### config.mk
export PLATFORM = sky130hd
export DESIGN_NAME = pcbt_front_flat
export DESIGN_NICKNAME = d
export VERILOG_FILES = /design/src/pcbt_pkg.sv /design/src/pcbt_if.sv /design/src/pcbt_front.sv /design/src/flat_wrapper.sv
export SDC_FILE = /design/constraint.sdc
export NUM_CORES = 1
export LEC_CHECK = 0
export ABC_AREA = 1
export BUFFER_PORTS_ARGS = -buffer_cell sky130_fd_sc_hd__buf_4
export CORE_ASPECT_RATIO = 0.75
export CORE_UTILIZATION = 48
export DETAILED_ROUTE_END_ITERATION = 8
export GPL_TIMING_DRIVEN = 0
export PLACE_DENSITY = 0.91
export REMOVE_ABC_BUFFERS = 1
export SLEW_MARGIN = 20
export SYNTH_ARGS = -nofsm -noshare
export SYNTH_HDL_FRONTEND = slang
export SYNTH_SLANG_ARGS = --single-unit
export TNS_END_PERCENT = 20
### constraint.sdc
create_clock -name vclk -period 3.8
set_input_delay 0.76 -clock vclk [all_inputs]
set_output_delay 0.76 -clock vclk [all_outputs]
set_load 0.02 [all_outputs]
### src/pcbt_pkg.sv
`timescale 1ns / 1ps

package pcbt_pkg;

    // default depth of the break table
    localparam int NUM_CONTEXTS_DEF = 256;

    // page and break granularity, both powers of two
    localparam int PAGE_BYTES  = 4096;
    localparam int PAGE_SHIFT  = $clog2(PAGE_BYTES);
    localparam int BREAK_ALIGN = 8;

    // depth of the queue between front and back
    localparam int QUEUE_DEPTH = 2;
    localparam int QPTR_W      = (QUEUE_DEPTH > 1) ? $clog2(QUEUE_DEPTH) : 1;
    localparam int QCNT_W      = $clog2(QUEUE_DEPTH + 1);

    // configuration reset values
    localparam logic [31:0] REGION_START_RST = 32'h6000_0000;
    localparam logic [31:0] REGION_END_RST   = 32'h6FFF_FFFF;
    localparam logic [31:0] HIGHMEM_BASE_RST = 32'h8000_0000;

    // input opcodes
    typedef enum logic [1:0] {
        OP_SELECT = 2'd0,
        OP_BRK    = 2'd1,
        OP_FAULT  = 2'd2
    } t_opcode;

    // register indexes of the configuration port
    typedef enum logic [1:0] {
        CFG_REGION_START = 2'd0,
        CFG_REGION_END   = 2'd1,
        CFG_HIGHMEM_BASE = 2'd2
    } t_cfg_idx;

    // result status codes
    typedef enum logic [2:0] {
        ST_OK       = 3'd0,
        ST_BAD_CTX  = 3'd1,
        ST_RANGE    = 3'd2,
        ST_NULL     = 3'd3,
        ST_RESERVED = 3'd4,
        ST_HIGHMEM  = 3'd5,
        ST_BRK_VIOL = 3'd6
    } t_status;

    // decoded command kind
    typedef enum logic [1:0] {
        K_SELECT,
        K_BRK,
        K_FAULT,
        K_NOP
    } t_kind;

    // back end sequencer states
    typedef enum logic {
        BK_IDLE,
        BK_EXEC
    } t_back_state;

    typedef struct packed {
        logic [31:0] region_start;
        logic [31:0] region_end;
        logic [31:0] highmem_base;
    } t_cfg;

    // classified command passed from front to back
    typedef struct packed {
        t_kind       kind;
        logic [7:0]  ctx;
        logic        bad_ctx;
        logic        inc_zero;
        logic        shrink;
        t_status     fault_status;
        logic        fault_check;
        logic [31:0] operand;
    } t_cmd;

    // round up to a page boundary, wrapping at 2^32
    function automatic logic [31:0] page_up(input logic [31:0] x);
        logic [31-PAGE_SHIFT:0] hi;
        hi = x[31:PAGE_SHIFT] + (31-PAGE_SHIFT+1)'(|x[PAGE_SHIFT-1:0]);
        return {hi, {PAGE_SHIFT{1'b0}}};
    endfunction

endpackage

### src/pcbt_if.sv
`timescale 1ns / 1ps

// request channel
interface pcbt_req_if;
    logic               valid;
    logic               ready;
    logic [1:0]         opcode;
    logic [7:0]         ctx;
    logic signed [31:0] increment;
    logic [31:0]        fault_addr;

    modport source (output valid, opcode, ctx, increment, fault_addr, input ready);
    modport sink   (input valid, opcode, ctx, increment, fault_addr, output ready);
endinterface


### src/pcbt_front.sv
`timescale 1ns / 1ps

module pcbt_front
    import pcbt_pkg::*;
#(
    parameter int NUM_CONTEXTS = NUM_CONTEXTS_DEF
) (
    pcbt_req_if.sink i_req,
    input  t_cfg     i_cfg,
    input  logic     i_q_full,
    output logic     o_push,
    output t_cmd     o_cmd
);

    localparam logic [32:0] ALIGN_LOW = 33'(BREAK_ALIGN - 1);

    logic [32:0] w_inc_sum;
    logic [32:0] w_aligned;

    // take a beat whenever the queue has room
    assign i_req.ready = !i_q_full;
    assign o_push      = i_req.valid && !i_q_full;

    // round the increment up to the break alignment, no wrap
    assign w_inc_sum = {i_req.increment[31], i_req.increment} + ALIGN_LOW;
    assign w_aligned = w_inc_sum & ~ALIGN_LOW;

    // decode and pre-classify
    always_comb begin
        o_cmd              = '0;
        o_cmd.kind         = K_NOP;
        o_cmd.ctx          = i_req.ctx;
        o_cmd.bad_ctx      = {1'b0, i_req.ctx} >= 9'(NUM_CONTEXTS);
        o_cmd.inc_zero     = (i_req.increment == '0);
        o_cmd.fault_status = ST_OK;
        unique case (i_req.opcode)
            OP_SELECT: begin
                o_cmd.kind = K_SELECT;
            end
            OP_BRK: begin
                o_cmd.kind    = K_BRK;
                o_cmd.operand = w_aligned[31:0];
                o_cmd.shrink  = w_aligned[32];
            end
            OP_FAULT: begin
                // checks against configuration only, break compare left to back
                o_cmd.kind    = K_FAULT;
                o_cmd.operand = i_req.fault_addr;
                priority if (i_req.fault_addr == '0) begin
                    o_cmd.fault_status = ST_NULL;
                end else if (i_req.fault_addr < i_cfg.region_start) begin
                    o_cmd.fault_status = ST_RESERVED;
                end else if (i_req.fault_addr > i_cfg.highmem_base) begin
                    o_cmd.fault_status = ST_HIGHMEM;
                end else begin
                    o_cmd.fault_check = 1'b1;
                end
            end
            default: begin
                o_cmd.kind = K_NOP;
            end
        endcase
    end

endmodule

### src/flat_wrapper.sv
// flat-port wrapper written by rule: the top's interface ports become plain ports
module pcbt_front_flat import pcbt_pkg::*;
#(
    parameter int NUM_CONTEXTS = NUM_CONTEXTS_DEF
)
  (i_cfg, i_q_full, o_push, o_cmd, i_req_valid, i_req_opcode, i_req_ctx, i_req_increment, i_req_fault_addr, i_req_ready);
  pcbt_req_if i_req_i ();
  input  t_cfg i_cfg;
  input  logic i_q_full;
  output logic o_push;
  output t_cmd o_cmd;
  input wire logic [$bits(i_req_i.valid)-1:0] i_req_valid;
  input wire logic [$bits(i_req_i.opcode)-1:0] i_req_opcode;
  input wire logic [$bits(i_req_i.ctx)-1:0] i_req_ctx;
  input wire logic [$bits(i_req_i.increment)-1:0] i_req_increment;
  input wire logic [$bits(i_req_i.fault_addr)-1:0] i_req_fault_addr;
  output wire logic [$bits(i_req_i.ready)-1:0] i_req_ready;
  assign i_req_i.valid = i_req_valid;
  assign i_req_i.opcode = i_req_opcode;
  assign i_req_i.ctx = i_req_ctx;
  assign i_req_i.increment = i_req_increment;
  assign i_req_i.fault_addr = i_req_fault_addr;
  assign i_req_ready = i_req_i.ready;
  pcbt_front #(.NUM_CONTEXTS(NUM_CONTEXTS)) u_core (.i_req(i_req_i), .i_cfg(i_cfg), .i_q_full(i_q_full), .o_push(o_push), .o_cmd(o_cmd));
endmodule
# --- After elaboration in Yosys (flattened, before gate mapping) ---
# Index checks and enable logic that the tools add are counted.
# Widths: inputs -> output; s select.
totals:
  wordCells: 20
  ff_bits: 0
  out_inout_bits: 51
  in_bits: 172
classes:
  n_addsub: 1
  n_eq_ne: 2
  magnitude_cmp: 2
  muxes: 10
  n_reduce_logical: 5
op_table:
  columns: ["cell", "n"]
  rows:
  - ["$logic_not 32->1", 2]
  - ["$pmux 32 s2", 1]
  - ["$add 32x4->33 const B", 1]
  - ["$gt 32x32->1", 1]
  - ["$lt 32x32->1", 1]
  - ["$mux 3", 3]
  - ["$pmux 2 s3", 1]
  - ["$mux 1", 4]
  - ["$mux 4", 1]
  - ["$eq 2x1->1 const B", 1]
  - ["$eq 2x2->1 const B", 1]
  - ["$logic_not 2->1", 1]
  - ["$logic_and 1x1->1", 1]
  - ["$logic_not 1->1", 1]

# --- Longest topological paths before layout ---
depth:
  depth_word: 5
  mapped_depth: 16
  depth_no_buf: 16

# --- Least setup slack after synthesis ---
# OpenSTA, ideal clock, no wires.
synth_timing:
  kind: "input to output"
  start: "in i_cfg[31] in the netlist's numbering"
  end: "out o_cmd[35] in the netlist's numbering"
  setup_slack_ps: 983
  t_arrival_ps: 2057
  path_buffers: 0
  cell_stages: 11
  path_cell_list: "inv_1 > ha_1 > nand2_1 > nor2_1 > and2_1 > inv_1 > nor2_1 > nand2_1 > nand2_1 > o21ai_0 > a21oi_1"
synth_lines:
  columns: ["element", "line_no", "rtl"]
  rows:
  - ["from (decl)", "flat_wrapper.sv:8", "input t_cfg i_cfg;"]
  - ["to (decl)", "flat_wrapper.sv:11", "output t_cmd o_cmd;"]

==> impl_metrics.tcl <==
set metrics [dict create \
    hpwl_mm 10.5 \
    clockBufferCount 0 \
    vias 4452 \
    cts-hold-fix-buffers 0 \
    p_leak_nw 2.60 \
    worstMarginPinSlew_ns 0.976 \
    seq_area_frac_synth 0 \
    place.gp.congestion 0.973 \
    die-area_sq_mm 0.00713 \
    intPower_mw 0.217 \
    grt_pass1_vias 4003 \
    criticalPathCategory "in -> out" \
    drt-pass1-iter-count 5 \
    crit_arrival_ns 2.91 \
    regArea_sq_um 0 \
    slew_violations 0 \
    fin_crit_ns 3.67 \
    post-cts-setup-buffer-count 0 \
    status "completed" \
    synth_area_sq_mm 0.00326 \
    powerDensity_mw_per_mm2 105 \
    seq_cells 0 \
    die_w_um 97.2 \
    drc 0 \
    switching_share 0.547 \
    power_frac_comb 1.000 \
    setup_tns_ns 0 \
    portBuffers 174 \
    fillCellCount 570 \
    core_area_sq_mm 0.00644 \
    via_per_inst 5.34 \
    hp-class "in -> out" \
    p_clk_frac 0 \
    synth_cells 599 \
    fin_nets 993 \
    layout-drive-gt1-share 0.266 \
    slew_headroom 0.349 \
    grt_overflow 0 \
    area_growth_pct 39.7 \
    drt_iter0_markers 247 \
    cts_resized 0 \
    multiInputGateArea_sq_mm 0.00271 \
    io_pins 223 \
    crit_required_ns 3.04 \
    setup_violations 0 \
    avgSynthCellArea_sq_um 5.45 \
    start_kind "input port" \
    wire_per_inst_um 14.3 \
    grt_start_max_net_pins 36 \
    antenna_found_initial 0 \
    ir_worst_vdd_v 0.000108 \
    worstSetupEndpointType "primary output" \
    grt_pass1_wl_mm 18.6 \
    crit_fanout 26 \
    timing_hold_violations_final 0 \
    netlist-cell-type-count 28 \
    place_ws_ns 0.196 \
    wirelength_mm 11.9 \
    core.rowCount 25 \
    start_util 0.506 \
    drv_cap 0 \
    detail-route-antenna-nets 0 \
    p_switching_mw 0.262 \
    setup_slack_ns 0.129 \
    n_antenna_cell 0 \
    seq_power_share 0 \
    grt_use_total 0.318 \
    die_y_um 73.4 \
    ys_warn_count 0 \
    fin_crit_sh 0.966 \
    clock.fmax_mhz 272 \
    rsz0062_at_grt "false" \
]
## power groups by stage
| stage | registers [mW] | logic (mW) | clock network (mW) |
|---|---|---|---|
| after floorplan | 0 | 0.238 | 0 |
| after global placement | 0 | 0.458 | 0 |
| after detailed placement | 0 | 0.472 | 0 |
| after CTS | 0 | 0.474 | 0 |
| after global routing | 0 | 0.529 | 0 |
| final | 0 | 0.479 | 0 |
## metrics by stage
stage | util | total power [mW] | std cells | cell area (sq um) | hold slack [ns]
global route | 0.707 | 0.529 | 834 | 4560 | 1.52
detailed placement | 0.707 | 0.472 | 834 | 4560 | 1.52
global placement | 0.707 | 0.458 | 834 | 4560 | 1.52
finish | 0.707 | 0.479 | 834 | 4560 | 1.52
CTS | 0.707 | 0.474 | 834 | 4560 | 1.52
floorplan | - | 0.238 | 579 | 3150 | 1.52
## worst paths after layout
path / from / endpoint / slack (ns) / cells after the start
max: i_req_opcode[1] / o_cmd[19] / 0.13 / 8
min: i_req_ctx[1] / o_cmd[40] / 1.52 / 0
## worst max-delay path, stage by stage
cell and delay (ns):
buf_4 0.12, inv_1 0.05, ha_1 0.79, inv_1 0.38, a21oi_1 0.20, o21ai_1 0.10
a21oi_1 0.30, buf_4 0.21
## layer usage
layer  GRT usage  share of wire  vias to the layer above
met5           0              0                        -
met4      0.0199         0.0055                        0
met3      0.0485          0.093                        8
met2       0.575           0.46                      226
met1       0.419           0.44                     1965
li1            -              -                     2253
## kinds of logic after synthesis
group	synth area share
buffers and inverters	0.170
AND/OR/NAND/NOR	0.443
AO/OA/AOI/OAI	0.133
other	0.00115
adder cells (fa/ha/maj)	0.253
## cells in the mapped netlist
| master | count | share of area |
|---|---|---|
| o21ai_1 | 2 | 0.0031 |
| nor3_4 | 3 | 0.015 |
| nand3b_1 | 3 | 0.0069 |
| nor3_1 | 16 | 0.025 |
| nand4_1 | 13 | 0.025 |
| o21a_1 | 3 | 0.0069 |
| o21ai_0 | 11 | 0.017 |
| nor2_1 | 45 | 0.052 |
| nor2_2 | 2 | 0.0038 |
| ha_1 | 66 | 0.25 |
| nor3b_2 | 1 | 0.0038 |
| nand3_1 | 40 | 0.061 |
| clkbuf_1 | 9 | 0.010 |
| or2_2 | 6 | 0.012 |
| and2_1 | 2 | 0.0038 |
| nor4_1 | 16 | 0.031 |
| buf_4 | 10 | 0.023 |
| nand2_4 | 1 | 0.0035 |
| nor3_2 | 5 | 0.015 |
| inv_2 | 4 | 0.0046 |
| a21o_1 | 4 | 0.0092 |
| conb_1 | 1 | 0.0011 |
| a21oi_1 | 63 | 0.097 |
| nand2_1 | 156 | 0.18 |
| nand2_2 | 2 | 0.0038 |
| nand3_2 | 1 | 0.0031 |
| buf_2 | 1 | 0.0015 |
| inv_1 | 113 | 0.13 |
## cells in the final DEF, fill, tap and decap left out, types with 3 or more instances in the layout
cell type and n:
inv_2 4, ha_1 65, a21oi_1 63, nor2_1 45, o21a_1 3, inv_1 113
nand3b_1 3, or2_2 6, nor3_2 5, nand2_1 156, a21o_1 4, nand4_1 13
nor3_4 3, buf_4 174, nand3_1 40, nor4_1 16, o21ai_0 11, nor3_1 16
## area by class of cell
type | count | area share
timing repair buffer | 174 | 0.287
inverter | 117 | 0.0963
tap | 81 | 0.0222
multi-input combinational | 462 | 0.595
No activity file was read; power rests on OpenSTA's default activity.
