===== config.mk =====
export PLATFORM = sky130hd
export DESIGN_NAME = pcbt_fifo
export DESIGN_NICKNAME = d
export VERILOG_FILES = /design/src/pcbt_pkg.sv /design/src/pcbt_fifo.sv
export SDC_FILE = /design/constraint.sdc
export NUM_CORES = 1
export LEC_CHECK = 0
export ABC_AREA = 1
export BUFFER_PORTS_ARGS = -buffer_cell sky130_fd_sc_hd__buf_2
export CAP_MARGIN = 10
export CORE_MARGIN = 5
export CORE_UTILIZATION = 30
export DETAILED_ROUTE_END_ITERATION = 8
export GPL_ROUTABILITY_DRIVEN = 0
export PLACE_DENSITY_LB_ADDON = 0.05
export SYNTH_ARGS = -nofsm -noshare
export SYNTH_HDL_FRONTEND = slang
export SYNTH_SLANG_ARGS = --single-unit

===== constraint.sdc =====
create_clock -name i_clk -period 5.4 [get_ports i_clk]
set_clock_uncertainty 0.15 [all_clocks]
set_input_delay 0.27 -clock i_clk [delete_from_list [all_inputs] [get_ports i_clk]]
set_output_delay 0.27 -clock i_clk [all_outputs]
set_load 0.02 [all_outputs]

===== src/pcbt_pkg.sv =====
`timescale 1ns / 1ps

package pcbt_pkg;

    // default depth of the break table
    localparam int NUM_CONTEXTS_DEF = 256;

    // page and break granularity, both powers of two
    localparam int PAGE_BYTES  = 4096;
    localparam int PAGE_SHIFT  = $clog2(PAGE_BYTES);
    localparam int BREAK_ALIGN = 8;

    // depth of the queue between front and back
    localparam int QUEUE_DEPTH = 2;
    localparam int QPTR_W      = (QUEUE_DEPTH > 1) ? $clog2(QUEUE_DEPTH) : 1;
    localparam int QCNT_W      = $clog2(QUEUE_DEPTH + 1);

    // configuration reset values
    localparam logic [31:0] REGION_START_RST = 32'h6000_0000;
    localparam logic [31:0] REGION_END_RST   = 32'h6FFF_FFFF;
    localparam logic [31:0] HIGHMEM_BASE_RST = 32'h8000_0000;

    // input opcodes
    typedef enum logic [1:0] {
        OP_SELECT = 2'd0,
        OP_BRK    = 2'd1,
        OP_FAULT  = 2'd2
    } t_opcode;

    // register indexes of the configuration port
    typedef enum logic [1:0] {
        CFG_REGION_START = 2'd0,
        CFG_REGION_END   = 2'd1,
        CFG_HIGHMEM_BASE = 2'd2
    } t_cfg_idx;

    // result status codes
    typedef enum logic [2:0] {
        ST_OK       = 3'd0,
        ST_BAD_CTX  = 3'd1,
        ST_RANGE    = 3'd2,
        ST_NULL     = 3'd3,
        ST_RESERVED = 3'd4,
        ST_HIGHMEM  = 3'd5,
        ST_BRK_VIOL = 3'd6
    } t_status;

    // decoded command kind
    typedef enum logic [1:0] {
        K_SELECT,
        K_BRK,
        K_FAULT,
        K_NOP
    } t_kind;

    // back end sequencer states
    typedef enum logic {
        BK_IDLE,
        BK_EXEC
    } t_back_state;

    typedef struct packed {
        logic [31:0] region_start;
        logic [31:0] region_end;
        logic [31:0] highmem_base;
    } t_cfg;

    // classified command passed from front to back
    typedef struct packed {
        t_kind       kind;
        logic [7:0]  ctx;
        logic        bad_ctx;
        logic        inc_zero;
        logic        shrink;
        t_status     fault_status;
        logic        fault_check;
        logic [31:0] operand;
    } t_cmd;

    // round up to a page boundary, wrapping at 2^32
    function automatic logic [31:0] page_up(input logic [31:0] x);
        logic [31-PAGE_SHIFT:0] hi;
        hi = x[31:PAGE_SHIFT] + (31-PAGE_SHIFT+1)'(|x[PAGE_SHIFT-1:0]);
        return {hi, {PAGE_SHIFT{1'b0}}};
    endfunction

endpackage


===== src/pcbt_fifo.sv =====
`timescale 1ns / 1ps

module pcbt_fifo
    import pcbt_pkg::*;
(
    input  logic i_clk,
    input  logic i_rst_n,
    input  logic i_push,
    input  t_cmd i_cmd,
    output logic o_full,
    output logic o_valid,
    output t_cmd o_cmd,
    input  logic i_pop
);

    t_cmd              r_mem [QUEUE_DEPTH];
    logic [QPTR_W-1:0] r_wr_ptr;
    logic [QPTR_W-1:0] r_rd_ptr;
    logic [QCNT_W-1:0] r_count;

    assign o_full  = (r_count == QCNT_W'(QUEUE_DEPTH));
    assign o_valid = (r_count != '0);
    assign o_cmd   = r_mem[r_rd_ptr];

    // pointers and fill count
    always_ff @(posedge i_clk) begin
        if (!i_rst_n) begin
            r_wr_ptr <= '0;
            r_rd_ptr <= '0;
            r_count  <= '0;
        end else begin
            if (i_push) begin
                r_wr_ptr <= (r_wr_ptr == QPTR_W'(QUEUE_DEPTH - 1)) ? '0 : r_wr_ptr + 1'b1;
            end
            if (i_pop) begin
                r_rd_ptr <= (r_rd_ptr == QPTR_W'(QUEUE_DEPTH - 1)) ? '0 : r_rd_ptr + 1'b1;
            end
            r_count <= r_count + QCNT_W'(i_push) - QCNT_W'(i_pop);
        end
    end

    // entry storage
    always_ff @(posedge i_clk) begin
        if (i_push) begin
            r_mem[r_wr_ptr] <= i_cmd;
        end
    end

endmodule


# ---- Word level (Yosys, flattened, before mapping)
# Memory sizes are Yosys's and may differ from the RTL's. A register that Yosys moved wholly into a read port is not among the register bits.
# Index checks and enable logic that the tools add are counted.
# W data, S select, Z words.
dict set report totals {
  reg_bits 4
  mem_bits_rw 98
  inputBits 53
  out_inout_bits 51
  wordCells 16
  mem_count 1
}
# memory words word_bits read_ports rd_ports_with_merged_regs wr line
set mem_list {}
lappend mem_list {r_mem 2 49 1 1 1 pcbt_fifo.sv:16} ;# t_cmd r_mem [QUEUE_DEPTH];
dict set report op_classes {
  addsub 4
  eq_ne 1
  muxes 6
  n_reduce_logical 1
}
# op n
set op_table {}
lappend op_table {{$mux W1} 6}
lappend op_table {{$add A1 B1 Y1 const B} 2}
lappend op_table {{$add A2 B1 Y2} 1}
lappend op_table {{$eq A2 B2 Y1 const B} 1}
lappend op_table {{$reduce_bool A2 Y1} 1}
lappend op_table {{$sub A2 B1 Y2} 1}

# ---- Logic depth before layout (Yosys ltp)
# Gate-level depths: netlist (run 1).
dict set report depth {
  word_depth 4
  depth_mapped 9
  ltp_nobuf 9
}

# ---- Worst setup path before layout (run 1)
# OpenSTA, ideal clock, no wires.
dict set report synth_timing {
  path_type {register to register}
  from {register r_wr_ptr}
  to {memory r_mem[0][0] in the netlist's numbering (enable)}
  arrival_time_ps 2377
  t_required_ps 4793
  setup_slack_ps 2416
  path_stages_with_launch 2
  synth_period_minus_slack_ps 2984
  cell_sequence {dfxtp_1 > nor2_1}
}
# element line
set synth_rtl {}
lappend synth_rtl {{start: declaration} pcbt_fifo.sv:17} ;# logic [QPTR_W-1:0] r_wr_ptr;
lappend synth_rtl {{start signal: assignment} pcbt_fifo.sv:33} ;# r_wr_ptr <= (r_wr_ptr == QPTR_W'(QUEUE_DEPTH - 1)) ? '0 : r_wr_ptr + 1'b1;
lappend synth_rtl {{end: declaration} pcbt_fifo.sv:16}
# Straight into the memory's write port.

==> out/qor.yml, run 1 <==
outcome:
  status: "finished, final reports clean"
layout:
  nNetsFinal: 401
  finalInstanceArea_um2: 5330
  final.fill_count: 1176
  antennaDiodeCount: 0
  final_layout_size_suffix_gt1_share_pct: 49.0
  area_growth_syn_to_layout_pct: 39.9
sta:
  relSlewSlack_pct: 46.0
  finalSetupViolCount: 0
  worstMarginPinSlew_ns: 0.808
  fin_crit_ns: 2.50
  fmax_mhz: 399
  period_share_pct: 46.4
  grt_setup_unrepaired: "false"
  hold_viol: 0
  fin_setup_tns_ns: 0
  report.final.slew_viol_count: 0
placed_design:
  io_buffers: 103
  hpwl_mm: 4.83
  place_area_um2: 4520
cts:
  clock_path_buffers: 2
  cts-root-buf: "clkbuf_16"
  clkSinkCount: 103
  post_cts_resized: 0
  cts_max_level: 3
  cts_setup_buffers: 0
  clock_latency_ns: 0.34
  numCtsBuffers: 9
  clkTransAtPathRegs_ns: 0.06
  cts_tree: "done"
logic_synthesis:
  avgSynthCellArea_um2: 20.6
  yosysWarningCount: 0
  syn_area_um2: 3810
  synth-compound-area-share_pct: 0.131
  yosys.area_share.simple_pct: 1.81
  synth_top_area_share_pct: 77.3
  ys_seq_elements: 103
  synth_top_family_by_area: "multiplexers"
  yosys.area_share.adder_pct: 0.657
  synth_xor_area_share_pct: 0
  netlist_instances: 185
  yosys-top-cells-area: "edfxtp_1, mux2_2, mux2_4, dfxtp_1, nand2_1"
  synth_area_leader_cell: "edfxtp_1"
  muxShareOfSynthArea_pct: 15.5
  ys_types: 13
  ys_seq_area_share_pct: 79.9
  synth_nets: 240
critical_path:
  critPathLaunchType: "flop"
  critical_path_class: "reg2out"
  cp_top_family: "buffers and inverters"
  max_stage_delay_ns: 0.61
  worstPathArrival_ns: 2.08
  crit_chain: "buf_4, mux2_2, buf_2"
  endpoint_kind: "output pin"
  crit_fanout: 34
  cp_slowest_cell: "dfxtp_2"
  required_ns: 4.98
  critical_path_buf_inv_count: 2
global_route:
  grtUsageTotal_pct: 10.5
  grt_first_pass_wirelength_mm: 11.3
  grt_max_degree: 35
  gr-total-overflow: 0
  antenna_found_initial: 0
  first_global_vias: 2201
power:
  ir_drop_uv: 223
  leakagePower_nw: 2.06
  power.density_nw_per_um2: 345
floorplanning:
  die_w_um: 123
  ios: 104
  core_um2: 12500
  die_y_um: 123
  dieArea_um2: 15000
  num_rows: 41
  start_util_pct: 30.4
hold_path:
  hp-class: "in2reg"
route:
  antenna_left: 0
  first_iter_violations: 80
  drc: 0
  drt_wl_total_mm: 7.45
  viasPerCell: 4.00
  drt-pass1-iter-count: 4
  wl_per_cell_um: 14.2
  vias: 2094
run:
  maxCapViolations: 0
==> registers in the layout, indices dropped and copies added (netlist names), named ones only <==
signal / count
r_count: 2
r_mem: 98
r_rd_ptr: 1
r_wr_ptr: 1
==> per-layer routing <==
| metal | GRT usage, % | vias to the layer above | wire (um) |
|---|---|---|---|
| li1 | - | 1026 | - |
| met1 | 12.3 | 996 | 3180 |
| met2 | 16.8 | 63 | 3590 |
| met3 | 4.19 | 9 | 516 |
| met4 | 5.25 | 0 | 155 |
| met5 | 0 | - | 0 |
==> synth_stat cells <==
cell type,instances
edfxtp_1,98
mux2_2,39
mux2_4,10
nand2_1,9
nor2_1,8
inv_1,7
dfxtp_1,5
buf_4,3
ha_1,2
a21oi_1,1
buf_6,1
buf_8,1
nand3_1,1
==> what timing repair did <==
action	in CTS	in global routing
setup endpoints to repair	0	0
hold buffers	49	0
hold endpoints to repair	98	0
==> per-stage QoR <==
step	utilization (%)	std cells	setup WS [ns]	hold WS, ns	total power, mW
2_1_floorplan	-	185	2.42	0.213	1.08
3_3_place_gp	36.1	458	3.19	0.309	1.16
4_1_cts	42.6	523	2.80	0.0100	1.87
3_5_place_dp	36.1	458	3.18	0.312	1.16
5_1_grt	42.6	523	2.76	0.0329	1.92
6_report	42.6	523	2.90	0.0258	1.84
==> worst reg2reg max path, cell delays in order (launching register included) <==
cell     delay, ns
dfxtp_1       0.34
nor2_4        0.65
buf_4         0.48
==> kinds of logic after synthesis <==
kind of cell,count (synthesis)
adders and majority gates,2
AOI/OAI and AO/OA,1
muxes,49
DFF,103
buffers and inverters,12
and+or+nand+nor,18
==> final timing paths <==
path / endpoint / slack (ns) / start / depth (start not counted)
setup / recovery: o_cmd[16] / 2.90 / flop / 3
hold reg to reg: r_rd_ptr / 0.35 / r_rd_ptr / 2
hold / removal: r_count[0] / 0.03 / i_rst_n / 3
setup reg to reg: r_mem[0][17] / 3.43 / r_wr_ptr / 2
==> final cells by class <==
type,count,area (um2),area share (%)
clock buffer,12,246,4.63
clock inverter,4,70.1,1.32
inverter,7,26.3,0.493
multi-input combinational,70,696,13.1
sequential,103,3040,57.2
tap,172,215,4.04
timing repair buffer,155,1030,19.3
==> power breakdown <==
part           internal, mW  leakage, nW  total, mW  switching [mW]
sequential            0.923        0.962      0.937          0.0134
combinational         0.104        0.944      0.225           0.121
clock                 0.417        0.157      0.675           0.258
==> cells in the final DEF (no fill, tap or decap), types with 3 or more instances in the layout <==
master         count
mux2_2            39
edfxtp_1          98
nor2_1             7
mux2_4            10
dfxtp_1            4
dlygate4sd3_1     49
nand2_1            9
inv_1              6
clkbuf_16          9
buf_4              3
buf_2            103
Note: power is estimated with default switching activity, not from simulation.
==> run 2: changes to the inputs <==
==> constraint.sdc (replaced) <==
create_clock -name i_clk -period 2.4 [get_ports i_clk]
set_clock_uncertainty 0.15 [all_clocks]
set_input_delay 0.12 -clock i_clk [delete_from_list [all_inputs] [get_ports i_clk]]
set_output_delay 0.12 -clock i_clk [all_outputs]
set_load 0.02 [all_outputs]
==> run 2 against run 1 <==
  * Sequential power rose by 130%
  * Clock-buffer cell count is 3 lower
  * Highest routed layer unchanged
  * Critical endpoint is now o_cmd[15]
  * Worst hold slack improved by 0.32 ns
  * Via count grew 2.7%
  * Wire length grew 1.3%
==> out/qor.yml, run 2 (synthesis gave the netlist of run 1 again) <==
run:
  maxCapViolations: 0
sta:
  period_share_pct: 83.4
  hold-worst-slack_ns: 0.344
  hold_viol: 0
  worstMarginPinSlew_ns: 0.470
  worst_slack_ns: 0.398
  relSlewSlack_pct: 68.7
  fmax_mhz: 500
  grt_setup_unrepaired: "false"
  fin_crit_ns: 2.00
  fin_setup_tns_ns: 0
  finalSetupViolCount: 0
  report.final.slew_viol_count: 0
cts:
  clkTransAtPathRegs_ns: 0.07
  numCtsBuffers: 9
  clkSinkCount: 103
  clock_path_buffers: 2
  cts_setup_buffers: 0
  post_cts_resized: 0
  cts_tree: "done"
  cts_hold_buf: 53
  cts-root-buf: "clkbuf_16"
  clock_latency_ns: 0.34
  cts_max_level: 3
critical_path:
  crit_fanout: 19
  cp_slowest_cell: "dfxtp_2"
  critical_path_class: "reg2out"
  required_ns: 2.13
  endpoint_kind: "output pin"
  crit_chain: "buf_12, mux2_2, buf_2"
  r2r_cells: 7
  worstPathArrival_ns: 1.73
  max_stage_delay_ns: 0.63
  critPathLaunchType: "flop"
layout:
  final_layout_size_suffix_gt1_share_pct: 49.3
  reg_top3: "r_mem: 98 flops, r_count: 2 flops"
  final_common_cell: "buf_2"
  largest_register: "r_mem"
  largest_reg_flops: 98
  finalInstanceArea_um2: 5420
  area_growth_syn_to_layout_pct: 42.4
  nNetsFinal: 408
  final_cell_mix: "buf_2, edfxtp_1, dlygate4sd3_1, mux2_2, mux2_4"
  antennaDiodeCount: 0
  final_util_pct: 43.3
  fin_cells: 529
floorplanning:
  start_util_pct: 30.4
  die_y_um: 123
  num_rows: 41
  ios: 104
  core_um2: 12500
  die_w_um: 123
  dieArea_um2: 15000
placed_design:
  place_area_um2: 4580
  io_buffers: 103
  dp_cells: 461
  dp_slack_ns: 0.724
  hpwl_mm: 4.97
route:
  antenna_left: 0
  drt-pass1-iter-count: 4
  vias: 2150
  drc: 0
  drt_wl_total_mm: 7.54
  wl_per_cell_um: 14.3
  first_iter_violations: 76
  viasPerCell: 4.06
power:
  power.density_nw_per_um2: 765
  leakagePower_nw: 2.10
  finalPower_mw: 4.15
  ir_drop_uv: 441
outcome:
  status: "finished, final reports clean"
global_route:
  gr-total-overflow: 0
  grt_max_degree: 32
  grt_first_pass_wirelength_mm: 11.5
  grtUsageTotal_pct: 10.5
  first_global_vias: 2220
  antenna_found_initial: 0
hold_path:
  whs_path_depth: 2
  hp-class: "in2reg"
## run 2: cell count changes in the layout (fill, tap and decap cells not counted)
cell	delta
clkinv_4	+1
buf_12	+3
clkbuf_1	-2
clkinvlp_4	+1
clkbuf_8	-1
dlygate4sd3_1	+4
## run 2: critical path: cells and delay by family, from the launching register on
family	cells	cell delay, ns
flops	1	0.63
mux	1	0.35
buf+inv	2	0.40
## run 2: cell type report
| type | count | area (um2) |
|---|---|---|
| Fill cell | 1167 | 7100 |
| Sequential cell | 103 | 3040 |
| Timing Repair Buffer | 162 | 1130 |
| Multi-Input combinational cell | 70 | 696 |
| Clock buffer | 9 | 225 |
| Tap cell | 172 | 215 |
| Clock inverter | 6 | 86.3 |
| Inverter | 7 | 26.3 |
## run 2: routing by layer
layer / global-route usage, % / vias to the layer above / routed length (um)
li1: - / 1039 / -
met1: 12.5 / 1033 / 3250
met2: 16.8 / 69 / 3620
met3: 4.88 / 9 / 566
met4: 3.36 / 0 / 100
met5: 0 / - / 0
## run 2: worst paths after layout
| check | from | to | slack (ns) |
|---|---|---|---|
| min | i_cmd[42] | r_mem[0][42] | 0.34 |
| min reg2reg | r_rd_ptr | flop | 0.36 |
| max reg2reg | r_count[0] | r_count[0] | 0.57 |
| max | flop | o_cmd[15] | 0.40 |
## run 2: power by group
part / total (mW) / switching, mW / internal [mW]
registers: 2.11 / 0.0307 / 2.08
clock network: 1.51 / 0.605 / 0.905
logic: 0.529 / 0.277 / 0.252
total: 4.15 / 0.912 / 3.23
